<file path="src/brle_pkg.sv">
// ----------------------------------------------------------------------------
// Bitmap row RLE encoder package
// Shared types and constants for the row-packed bitmap run-length encoder.
// ----------------------------------------------------------------------------
package brle_pkg;

   localparam int unsigned ByteWidth    = 8;
   localparam int unsigned RunLenWidth  = 9;
   localparam int unsigned MaxGroup     = 3;
   localparam int unsigned GroupCntW    = 2;
   localparam int unsigned QueueDepth   = 2;
   localparam int unsigned QueuePtrW    = 1;
   localparam int unsigned QueueCntW    = 2;
   localparam int unsigned CsrAddrWidth = 3;
   localparam int unsigned CsrDataWidth = 32;

   localparam logic [RunLenWidth-1:0] RunCap    = 9'd256;
   localparam logic [ByteWidth-1:0]   ByteZeros = 8'h00;
   localparam logic [ByteWidth-1:0]   ByteOnes  = 8'hFF;
   localparam logic [ByteWidth-1:0]   CountOne  = 8'h01;

   localparam logic [0:0] RegInvert = 1'b0;

   // Results produced by one request, in output order.
   typedef struct packed {
      logic [GroupCntW-1:0]                count;
      logic [MaxGroup-1:0][ByteWidth-1:0]  bytes;
   } brle_group_type;

endpackage

</file>
<file path="src/brle_core.sv">
// ----------------------------------------------------------------------------
// Bitmap row RLE encoder core
// Packs one pixel group into a byte, tracks the open run and produces the
// zero to three result bytes that the request causes.
// ----------------------------------------------------------------------------
module brle_core import brle_pkg::*; (
   input  logic                  clock,
   input  logic                  reset,
   input  logic                  step,
   input  logic [ByteWidth-1:0]  pixels,
   input  logic                  row_end,
   input  logic                  invert,
   output brle_group_type        group
);

   logic                    run_active_ff, run_active_in;
   logic                    run_ones_ff, run_ones_in;
   logic [RunLenWidth-1:0]  run_len_ff, run_len_in;

   logic [ByteWidth-1:0]    packed_byte;
   logic                    is_run_byte;
   logic                    is_ones;
   logic [RunLenWidth-1:0]  len_inc;

   assign packed_byte = invert ? pixels : ~pixels;
   assign is_ones     = (packed_byte == ByteOnes);
   assign is_run_byte = is_ones || (packed_byte == ByteZeros);
   assign len_inc     = run_len_ff + RunLenWidth'(1);

   always_comb begin
      group         = '0;
      run_active_in = run_active_ff;
      run_ones_in   = run_ones_ff;
      run_len_in    = run_len_ff;
      if (run_active_ff && is_run_byte && (run_ones_ff == is_ones)) begin
         if ((len_inc == RunCap) || row_end) begin
            group.count    = GroupCntW'(1);
            group.bytes[0] = len_inc[ByteWidth-1:0];
            run_active_in  = 1'b0;
            run_ones_in    = 1'b0;
            run_len_in     = '0;
         end else begin
            run_len_in = len_inc;
         end
      end else begin
         if (is_run_byte && !row_end) begin
            run_active_in = 1'b1;
            run_ones_in   = is_ones;
            run_len_in    = RunLenWidth'(1);
         end else begin
            run_active_in = 1'b0;
            run_ones_in   = 1'b0;
            run_len_in    = '0;
         end
         if (run_active_ff) begin
            group.bytes[0] = run_len_ff[ByteWidth-1:0];
            group.bytes[1] = packed_byte;
            group.bytes[2] = CountOne;
            group.count    = (is_run_byte && row_end) ? GroupCntW'(3) : GroupCntW'(2);
         end else begin
            group.bytes[0] = packed_byte;
            group.bytes[1] = CountOne;
            group.count    = (is_run_byte && row_end) ? GroupCntW'(2) : GroupCntW'(1);
         end
      end
   end

   always_ff @(posedge clock) begin
      if (reset) begin
         run_active_ff <= 1'b0;
         run_ones_ff   <= 1'b0;
         run_len_ff    <= '0;
      end else if (step) begin
         run_active_ff <= run_active_in;
         run_ones_ff   <= run_ones_in;
         run_len_ff    <= run_len_in;
      end
   end

endmodule

</file>
<file path="src/brle_serializer.sv">
// ----------------------------------------------------------------------------
// Bitmap row RLE encoder serializer
// Queues result groups and sends them out one byte per cycle while rsp_tready
// is high, through a registered output stage.
// ----------------------------------------------------------------------------
module brle_serializer import brle_pkg::*; (
   input  logic                  clock,
   input  logic                  reset,
   input  logic                  push,
   input  brle_group_type        group,
   output logic                  full,
   output logic                  rsp_tvalid,
   input  logic                  rsp_tready,
   output logic [ByteWidth-1:0]  rsp_tdata,   // out_byte[7:0]
   output logic                  rsp_tlast
);

   brle_group_type          entries_ff [QueueDepth];
   logic [QueuePtrW-1:0]    wr_ptr_ff, rd_ptr_ff;
   logic [QueueCntW-1:0]    count_ff, count_in;
   logic [GroupCntW-1:0]    sel_ff, sel_in;
   logic                    rsp_valid_ff, rsp_valid_in;
   logic [ByteWidth-1:0]    rsp_data_ff;
   logic                    rsp_last_ff;

   brle_group_type          head;
   logic                    load;
   logic                    pop;

   assign head = entries_ff[rd_ptr_ff];
   assign full = (count_ff == QueueCntW'(QueueDepth));
   assign load = (count_ff != '0) && (!rsp_valid_ff || rsp_tready);
   assign pop  = load && (sel_ff == GroupCntW'(head.count - GroupCntW'(1)));

   always_comb begin
      count_in = count_ff;
      if (push && !pop) begin
         count_in = QueueCntW'(count_ff + QueueCntW'(1));
      end else if (pop && !push) begin
         count_in = QueueCntW'(count_ff - QueueCntW'(1));
      end
      sel_in = sel_ff;
      if (load) begin
         sel_in = pop ? '0 : GroupCntW'(sel_ff + GroupCntW'(1));
      end
      rsp_valid_in = load ? 1'b1 : (rsp_valid_ff && !rsp_tready);
   end

   always_ff @(posedge clock) begin
      if (reset) begin
         wr_ptr_ff    <= '0;
         rd_ptr_ff    <= '0;
         count_ff     <= '0;
         sel_ff       <= '0;
         rsp_valid_ff <= 1'b0;
      end else begin
         if (push) begin
            wr_ptr_ff <= QueuePtrW'(wr_ptr_ff + QueuePtrW'(1));
         end
         if (pop) begin
            rd_ptr_ff <= QueuePtrW'(rd_ptr_ff + QueuePtrW'(1));
         end
         count_ff     <= count_in;
         sel_ff       <= sel_in;
         rsp_valid_ff <= rsp_valid_in;
      end
   end

   always_ff @(posedge clock) begin
      if (push) begin
         entries_ff[wr_ptr_ff] <= group;
      end
      if (load) begin
         rsp_data_ff <= head.bytes[sel_ff];
         rsp_last_ff <= pop;
      end
   end

   assign rsp_tvalid = rsp_valid_ff;
   assign rsp_tdata  = rsp_data_ff;
   assign rsp_tlast  = rsp_last_ff;

endmodule

</file>
<file path="src/bitmap_row_pack_rle_encoder.sv">
// ----------------------------------------------------------------------------
// Bitmap row RLE encoder
// Run-length encodes row-packed monochrome bitmap bytes.
// ----------------------------------------------------------------------------
// Each request carries eight pixels and a row-end flag and produces zero to
// three result bytes: literal bytes, or a run value followed later by its
// count, where a count of 256 is sent as 0 and runs stop at row ends. The
// block takes a request in every cycle as long as its two-entry group queue
// has room, and the output sends one byte per cycle while rsp_tready is high,
// so sustained throughput is bounded by the bytes that each request produces.
// A request passes through the input register, the group queue and the
// registered output stage before its first result byte appears. Write the
// invert register only while the block is idle.
module bitmap_row_pack_rle_encoder import brle_pkg::*; (
   input  logic                     clock,
   input  logic                     reset,
   input  logic                     req_tvalid,
   output logic                     req_tready,
   input  logic [ByteWidth-1:0]     req_tdata,   // pixels[7:0]
   input  logic                     req_tlast,
   output logic                     rsp_tvalid,
   input  logic                     rsp_tready,
   output logic [ByteWidth-1:0]     rsp_tdata,   // out_byte[7:0]
   output logic                     rsp_tlast,
   input  logic                     csr_psel,
   input  logic                     csr_penable,
   input  logic                     csr_pwrite,
   input  logic [CsrAddrWidth-1:0]  csr_paddr,
   input  logic [CsrDataWidth-1:0]  csr_pwdata,
   output logic [CsrDataWidth-1:0]  csr_prdata,
   output logic                     csr_pready
);

   logic                    invert_ff;
   logic                    in_valid_ff;
   logic [ByteWidth-1:0]    in_pixels_ff;
   logic                    in_last_ff;
   logic                    step;
   logic                    full;
   logic                    req_accept;
   logic                    csr_write;
   logic [0:0]              csr_index;
   brle_group_type          group;

   assign csr_pready = 1'b1;
   assign csr_index  = csr_paddr[2];
   assign csr_write  = csr_psel && csr_penable && csr_pwrite && csr_pready;
   assign csr_prdata = (csr_index == RegInvert) ?
                       {{(CsrDataWidth-1){1'b0}}, invert_ff} : '0;

   assign step       = in_valid_ff && !full;
   assign req_tready = !in_valid_ff || step;
   assign req_accept = req_tvalid && req_tready;

   always_ff @(posedge clock) begin
      if (reset) begin
         invert_ff   <= 1'b0;
         in_valid_ff <= 1'b0;
      end else begin
         if (csr_write && (csr_index == RegInvert)) begin
            invert_ff <= csr_pwdata[0];
         end
         if (req_tready) begin
            in_valid_ff <= req_tvalid;
         end
      end
   end

   always_ff @(posedge clock) begin
      if (req_accept) begin
         in_pixels_ff <= req_tdata;
         in_last_ff   <= req_tlast;
      end
   end

   brle_core u_core (
      .clock   (clock),
      .reset   (reset),
      .step    (step),
      .pixels  (in_pixels_ff),
      .row_end (in_last_ff),
      .invert  (invert_ff),
      .group   (group)
   );

   brle_serializer u_serializer (
      .clock      (clock),
      .reset      (reset),
      .push       (step && (group.count != '0)),
      .group      (group),
      .full       (full),
      .rsp_tvalid (rsp_tvalid),
      .rsp_tready (rsp_tready),
      .rsp_tdata  (rsp_tdata),
      .rsp_tlast  (rsp_tlast)
   );

   a_input_hold: assert property (@(posedge clock) disable iff (reset)
      (in_valid_ff && !step) |=> (in_valid_ff && $stable(in_pixels_ff) && $stable(in_last_ff)))
      else $error("held request changed while waiting for queue space");

   a_ready_when_empty: assert property (@(posedge clock) disable iff (reset)
      !in_valid_ff |-> req_tready)
      else $error("request refused with an empty input register");

   a_row_end_emits: assert property (@(posedge clock) disable iff (reset)
      (step && in_last_ff) |-> (group.count != '0))
      else $error("row end produced no result");

endmodule
</file>
<file path="config.mk">
export PLATFORM = sky130hd
export DESIGN_NAME = bitmap_row_pack_rle_encoder
export DESIGN_NICKNAME = d
export VERILOG_FILES = /design/src/brle_pkg.sv /design/src/brle_core.sv /design/src/brle_serializer.sv /design/src/bitmap_row_pack_rle_encoder.sv
export SDC_FILE = /design/constraint.sdc
export NUM_CORES = 1
export LEC_CHECK = 0
export BUFFER_PORTS_ARGS = -buffer_cell sky130_fd_sc_hd__buf_2
export CAP_MARGIN = 30
export CORE_MARGIN = 10
export CORE_UTILIZATION = 40
export CTS_CLUSTER_SIZE = 8
export DETAILED_ROUTE_END_ITERATION = 8
export PLACE_DENSITY_LB_ADDON = 0.3
export SYNTH_ARGS = -nofsm -noshare
export SYNTH_HDL_FRONTEND = slang
export SYNTH_SLANG_ARGS = --single-unit
</file>
<file path="constraint.sdc">
create_clock -name clock -period 3.35 [get_ports clock]
set_input_delay 1.005 -clock clock [delete_from_list [all_inputs] [get_ports clock]]
set_output_delay 1.005 -clock clock [all_outputs]
set_load 0.03 [all_outputs]
</file>
==> flow_summary.toml <==
[worst_setup_path]
cp-endpoint = "u_serializer.count_ff[1]"
startpoint_type = "flop"
reg2reg_setup_slack_ns = 0.37
reg2reg_from = "in_pixels_ff[7]"
crit_start = "in_pixels_ff[7]"
reg2reg_to = "u_serializer.count_ff[1]"
worstSetupPathType = "flop to flop"
worstPathRequired_ns = 3.62
worstPathArrival_ns = 3.25
r2r_cells = 7
cp-end-kind = "flop"
crit_fanout = 11

[global_routing]
use_met3_pct = 4.19
antenna_found_initial = 0
grt_first_pass_wirelength_microns = 12900
busiest_layer = "met2"
overflow = 0
grt_pass1_vias = 2584
grt_usage_pct = 11.1
grt_max_degree = 25
grt_util_met1_pct = 13.0
gr-usage-met2_pct = 17.7

[timing]
worst_pin_slew_ns = 0.762
setup_viol = 0
period_needed_ns = 2.98
holdWs_ns = 0.480
fin_ws_ns = 0.366
clock_skew_ns = 0.0126
fmax_mhz = 335
finalHoldViolCount = 0
max_slew_margin_pct = 49.0
rsz0062_at_grt = "no"
min_period_over_period_pct = 89.1
slew_violations = 0
tns_ns = 0

[finish]
fin_area_sq_um = 4220
final_cell_mix = "56 x edfxtp_1, 32 x conb_1, 29 x nand2_1, 29 x buf_2, 25 x nor2_1"
layout_commonest_cell = "edfxtp_1"
fill_cells = 912
drive_gt1_share_pct = 16.8
area_growth_syn_to_layout_pct = 8.08
fin_nets = 431
final_core_util_pct = 45.0
insertedDiodeCount = 0

[pwr]
p_seq_share_pct = 50.1
power_switching_share_pct = 32.9
switchingPower_uw = 845
combPwrFrac_pct = 26.1
vdd_ir_drop_max_mv = 0.274
p_clk_share_pct = 23.8
p_per_area_nw_per_um2 = 608
p_int_uw = 1720
leakagePower_uw = 0.00153

[clock_network]
cts_htree_levels = 3
clock_sinks = 77
cts-hold-fix-buffers = 0
clockBufferDepth = 2
cts_tree = "done"
cts-root-buf = "clkbuf_8"
cts_resized = 0
clock_latency_ns = 0.34
postCtsSetupRepairBufs = 0
clk_pin_slew_ns = 0.08
cts_buffers = 9

[synth]
syn_avg_cell_area_sq_um = 11.1
synth_edf_count = 56
syn_area_sq_um = 3900
yosys_warnings = 0
yosys.cell_types.count = 56
synth_ff_type = "edfxtp_1"
synth-async-reset-ratio_pct = 0
synth_seq_area_share_pct = 53.9
ys_seq_elements = 77
syn-instance-count = 350

[floorplanning]
die_h_microns = 119
num_rows = 35
die_w_microns = 119
core_region_area_sq_um = 9370
die_area_sq_um = 14100
start_util_pct = 41.6
ios = 95

[route]
vias = 2610
drtIter0Drc = 132
via_per_inst = 5.11
post_drt_wl_per_cell_microns = 15.5
drcViolationCount = 0
dr.pass1.iters = 5
routed_wirelength_microns = 7900
ant_nets = 0

[placement]
port_buffers = 29
hpwl_microns = 5780
gp_congestion = 0.863
preCtsSetupSlack_ns = 0.436
post_dp_cell_area_sq_um = 4050

[worst_hold_path]
min-delay-start = "u_core.run_len_ff[8]"
worstHoldPathType = "flop to flop"

[outcome]
outcome = "finished clean"

[flow_run]
maxCapViolCount = 0
## metal layers
layer	vias up	share of wire [%]
li1	1266	-
met4	0	3.0
met3	17	6.5
met1	1245	42
met5	-	0
met2	82	48
## cell usage after synthesis, types with 4 or more instances
| library cell | count | area, sq um |
|---|---|---|
| edfxtp_1 | 56 | 1680 |
| buf_4 | 32 | 240 |
| nand2_1 | 29 | 109 |
| nor2_1 | 25 | 93.8 |
| dfxtp_1 | 21 | 420 |
| a21oi_1 | 17 | 85.1 |
| xor2_1 | 12 | 105 |
| and2_1 | 10 | 62.6 |
| clkbuf_1 | 10 | 37.5 |
| inv_1 | 8 | 30.0 |
| mux4_2 | 8 | 180 |
| nor2b_1 | 8 | 50.1 |
| nor4_1 | 8 | 50.1 |
| o21ai_1 | 8 | 40.0 |
| buf_2 | 6 | 30.0 |
| mux2i_1 | 6 | 60.1 |
| o211ai_1 | 6 | 45.0 |
| nand3_1 | 5 | 25.0 |
| nand4_1 | 5 | 31.3 |
| or3_1 | 5 | 31.3 |
| or4_1 | 5 | 37.5 |
| and3_1 | 4 | 25.0 |
| nand2b_1 | 4 | 25.0 |
| nor4b_1 | 4 | 35.0 |
| o21ai_0 | 4 | 20.0 |
## worst min-delay path by stage
stage	cells after the start	endpoint
2_1_floorplan	2	u_core.run_len_ff[8]
3_3_place_gp	2	u_core.run_len_ff[8]
3_5_place_dp	2	u_core.run_len_ff[8]
4_1_cts	2	u_core.run_len_ff[8]
5_1_grt	2	u_core.run_len_ff[8]
6_report	2	u_core.run_len_ff[8]
## worst max-delay path, stage by stage, from the launching register on
cell and delay, ns:
edfxtp_1 0.45, or4_1 0.59, nor4_1 0.56, or2_2 0.37, a21oi_2 0.12, ha_1 0.33
or3_1 0.36, a21oi_1 0.15
## sequential cells by signal, indices dropped and copies added, names as in the netlist, named ones only
| register | cells |
|---|---|
| in_valid_ff | 1 |
| u_serializer.count_ff | 2 |
| u_serializer.rd_ptr_ff | 1 |
| u_serializer.rsp_tdata | 8 |
| u_core.run_active_ff | 1 |
| u_core.run_ones_ff | 1 |
| u_serializer.sel_ff | 2 |
| in_pixels_ff | 8 |
| invert_ff | 1 |
| in_last_ff | 1 |
| u_core.run_len_ff | 9 |
| u_serializer.rsp_tvalid | 1 |
| u_serializer.entries_ff | 38 |
| u_serializer.wr_ptr_ff | 1 |
| u_serializer.rsp_tlast | 1 |
## area by class of cell
cell class / instances / area, sq um / area share (%)
clock buffers: 10 / 128 / 3.03
clock inverters: 6 / 38.8 / 0.920
inverters: 9 / 33.8 / 0.801
multi-input cells: 244 / 1550 / 36.9
flip-flops and latches: 77 / 2100 / 49.9
well taps: 129 / 161 / 3.83
repair buffers: 36 / 198 / 4.69
## power by group through the flow
stage	clock network, uW	registers (uW)	logic, uW
2_1_floorplan	0	1410	439
3_3_place_gp	0	1300	665
3_5_place_dp	0	1310	677
4_1_cts	629	1290	678
5_1_grt	666	1310	731
6_report	611	1280	670
## cell families (layout without fill, tap and decap cells)
family | after synthesis | after routing | share of synthesized area [%]
adder cells (fa/ha/maj) | 3 | 3 | 0.963
flip-flops | 77 | 77 | 53.9
buffers and inverters | 59 | 61 | 9.14
other | 2 | 32 | 0.193
AO/OA/AOI/OAI | 52 | 52 | 8.31
multiplexers | 16 | 16 | 6.74
XOR/XNOR | 14 | 14 | 3.14
AND/OR/NAND/NOR | 127 | 127 | 17.6
## through the flow
step                power [uW]  instances
finish                    2560        511
global route              2700        511
CTS                       2590        511
detailed placement        1980        495
global placement          1970        495
floorplan                 1840        380
Power figures use the tool's default switching activity.
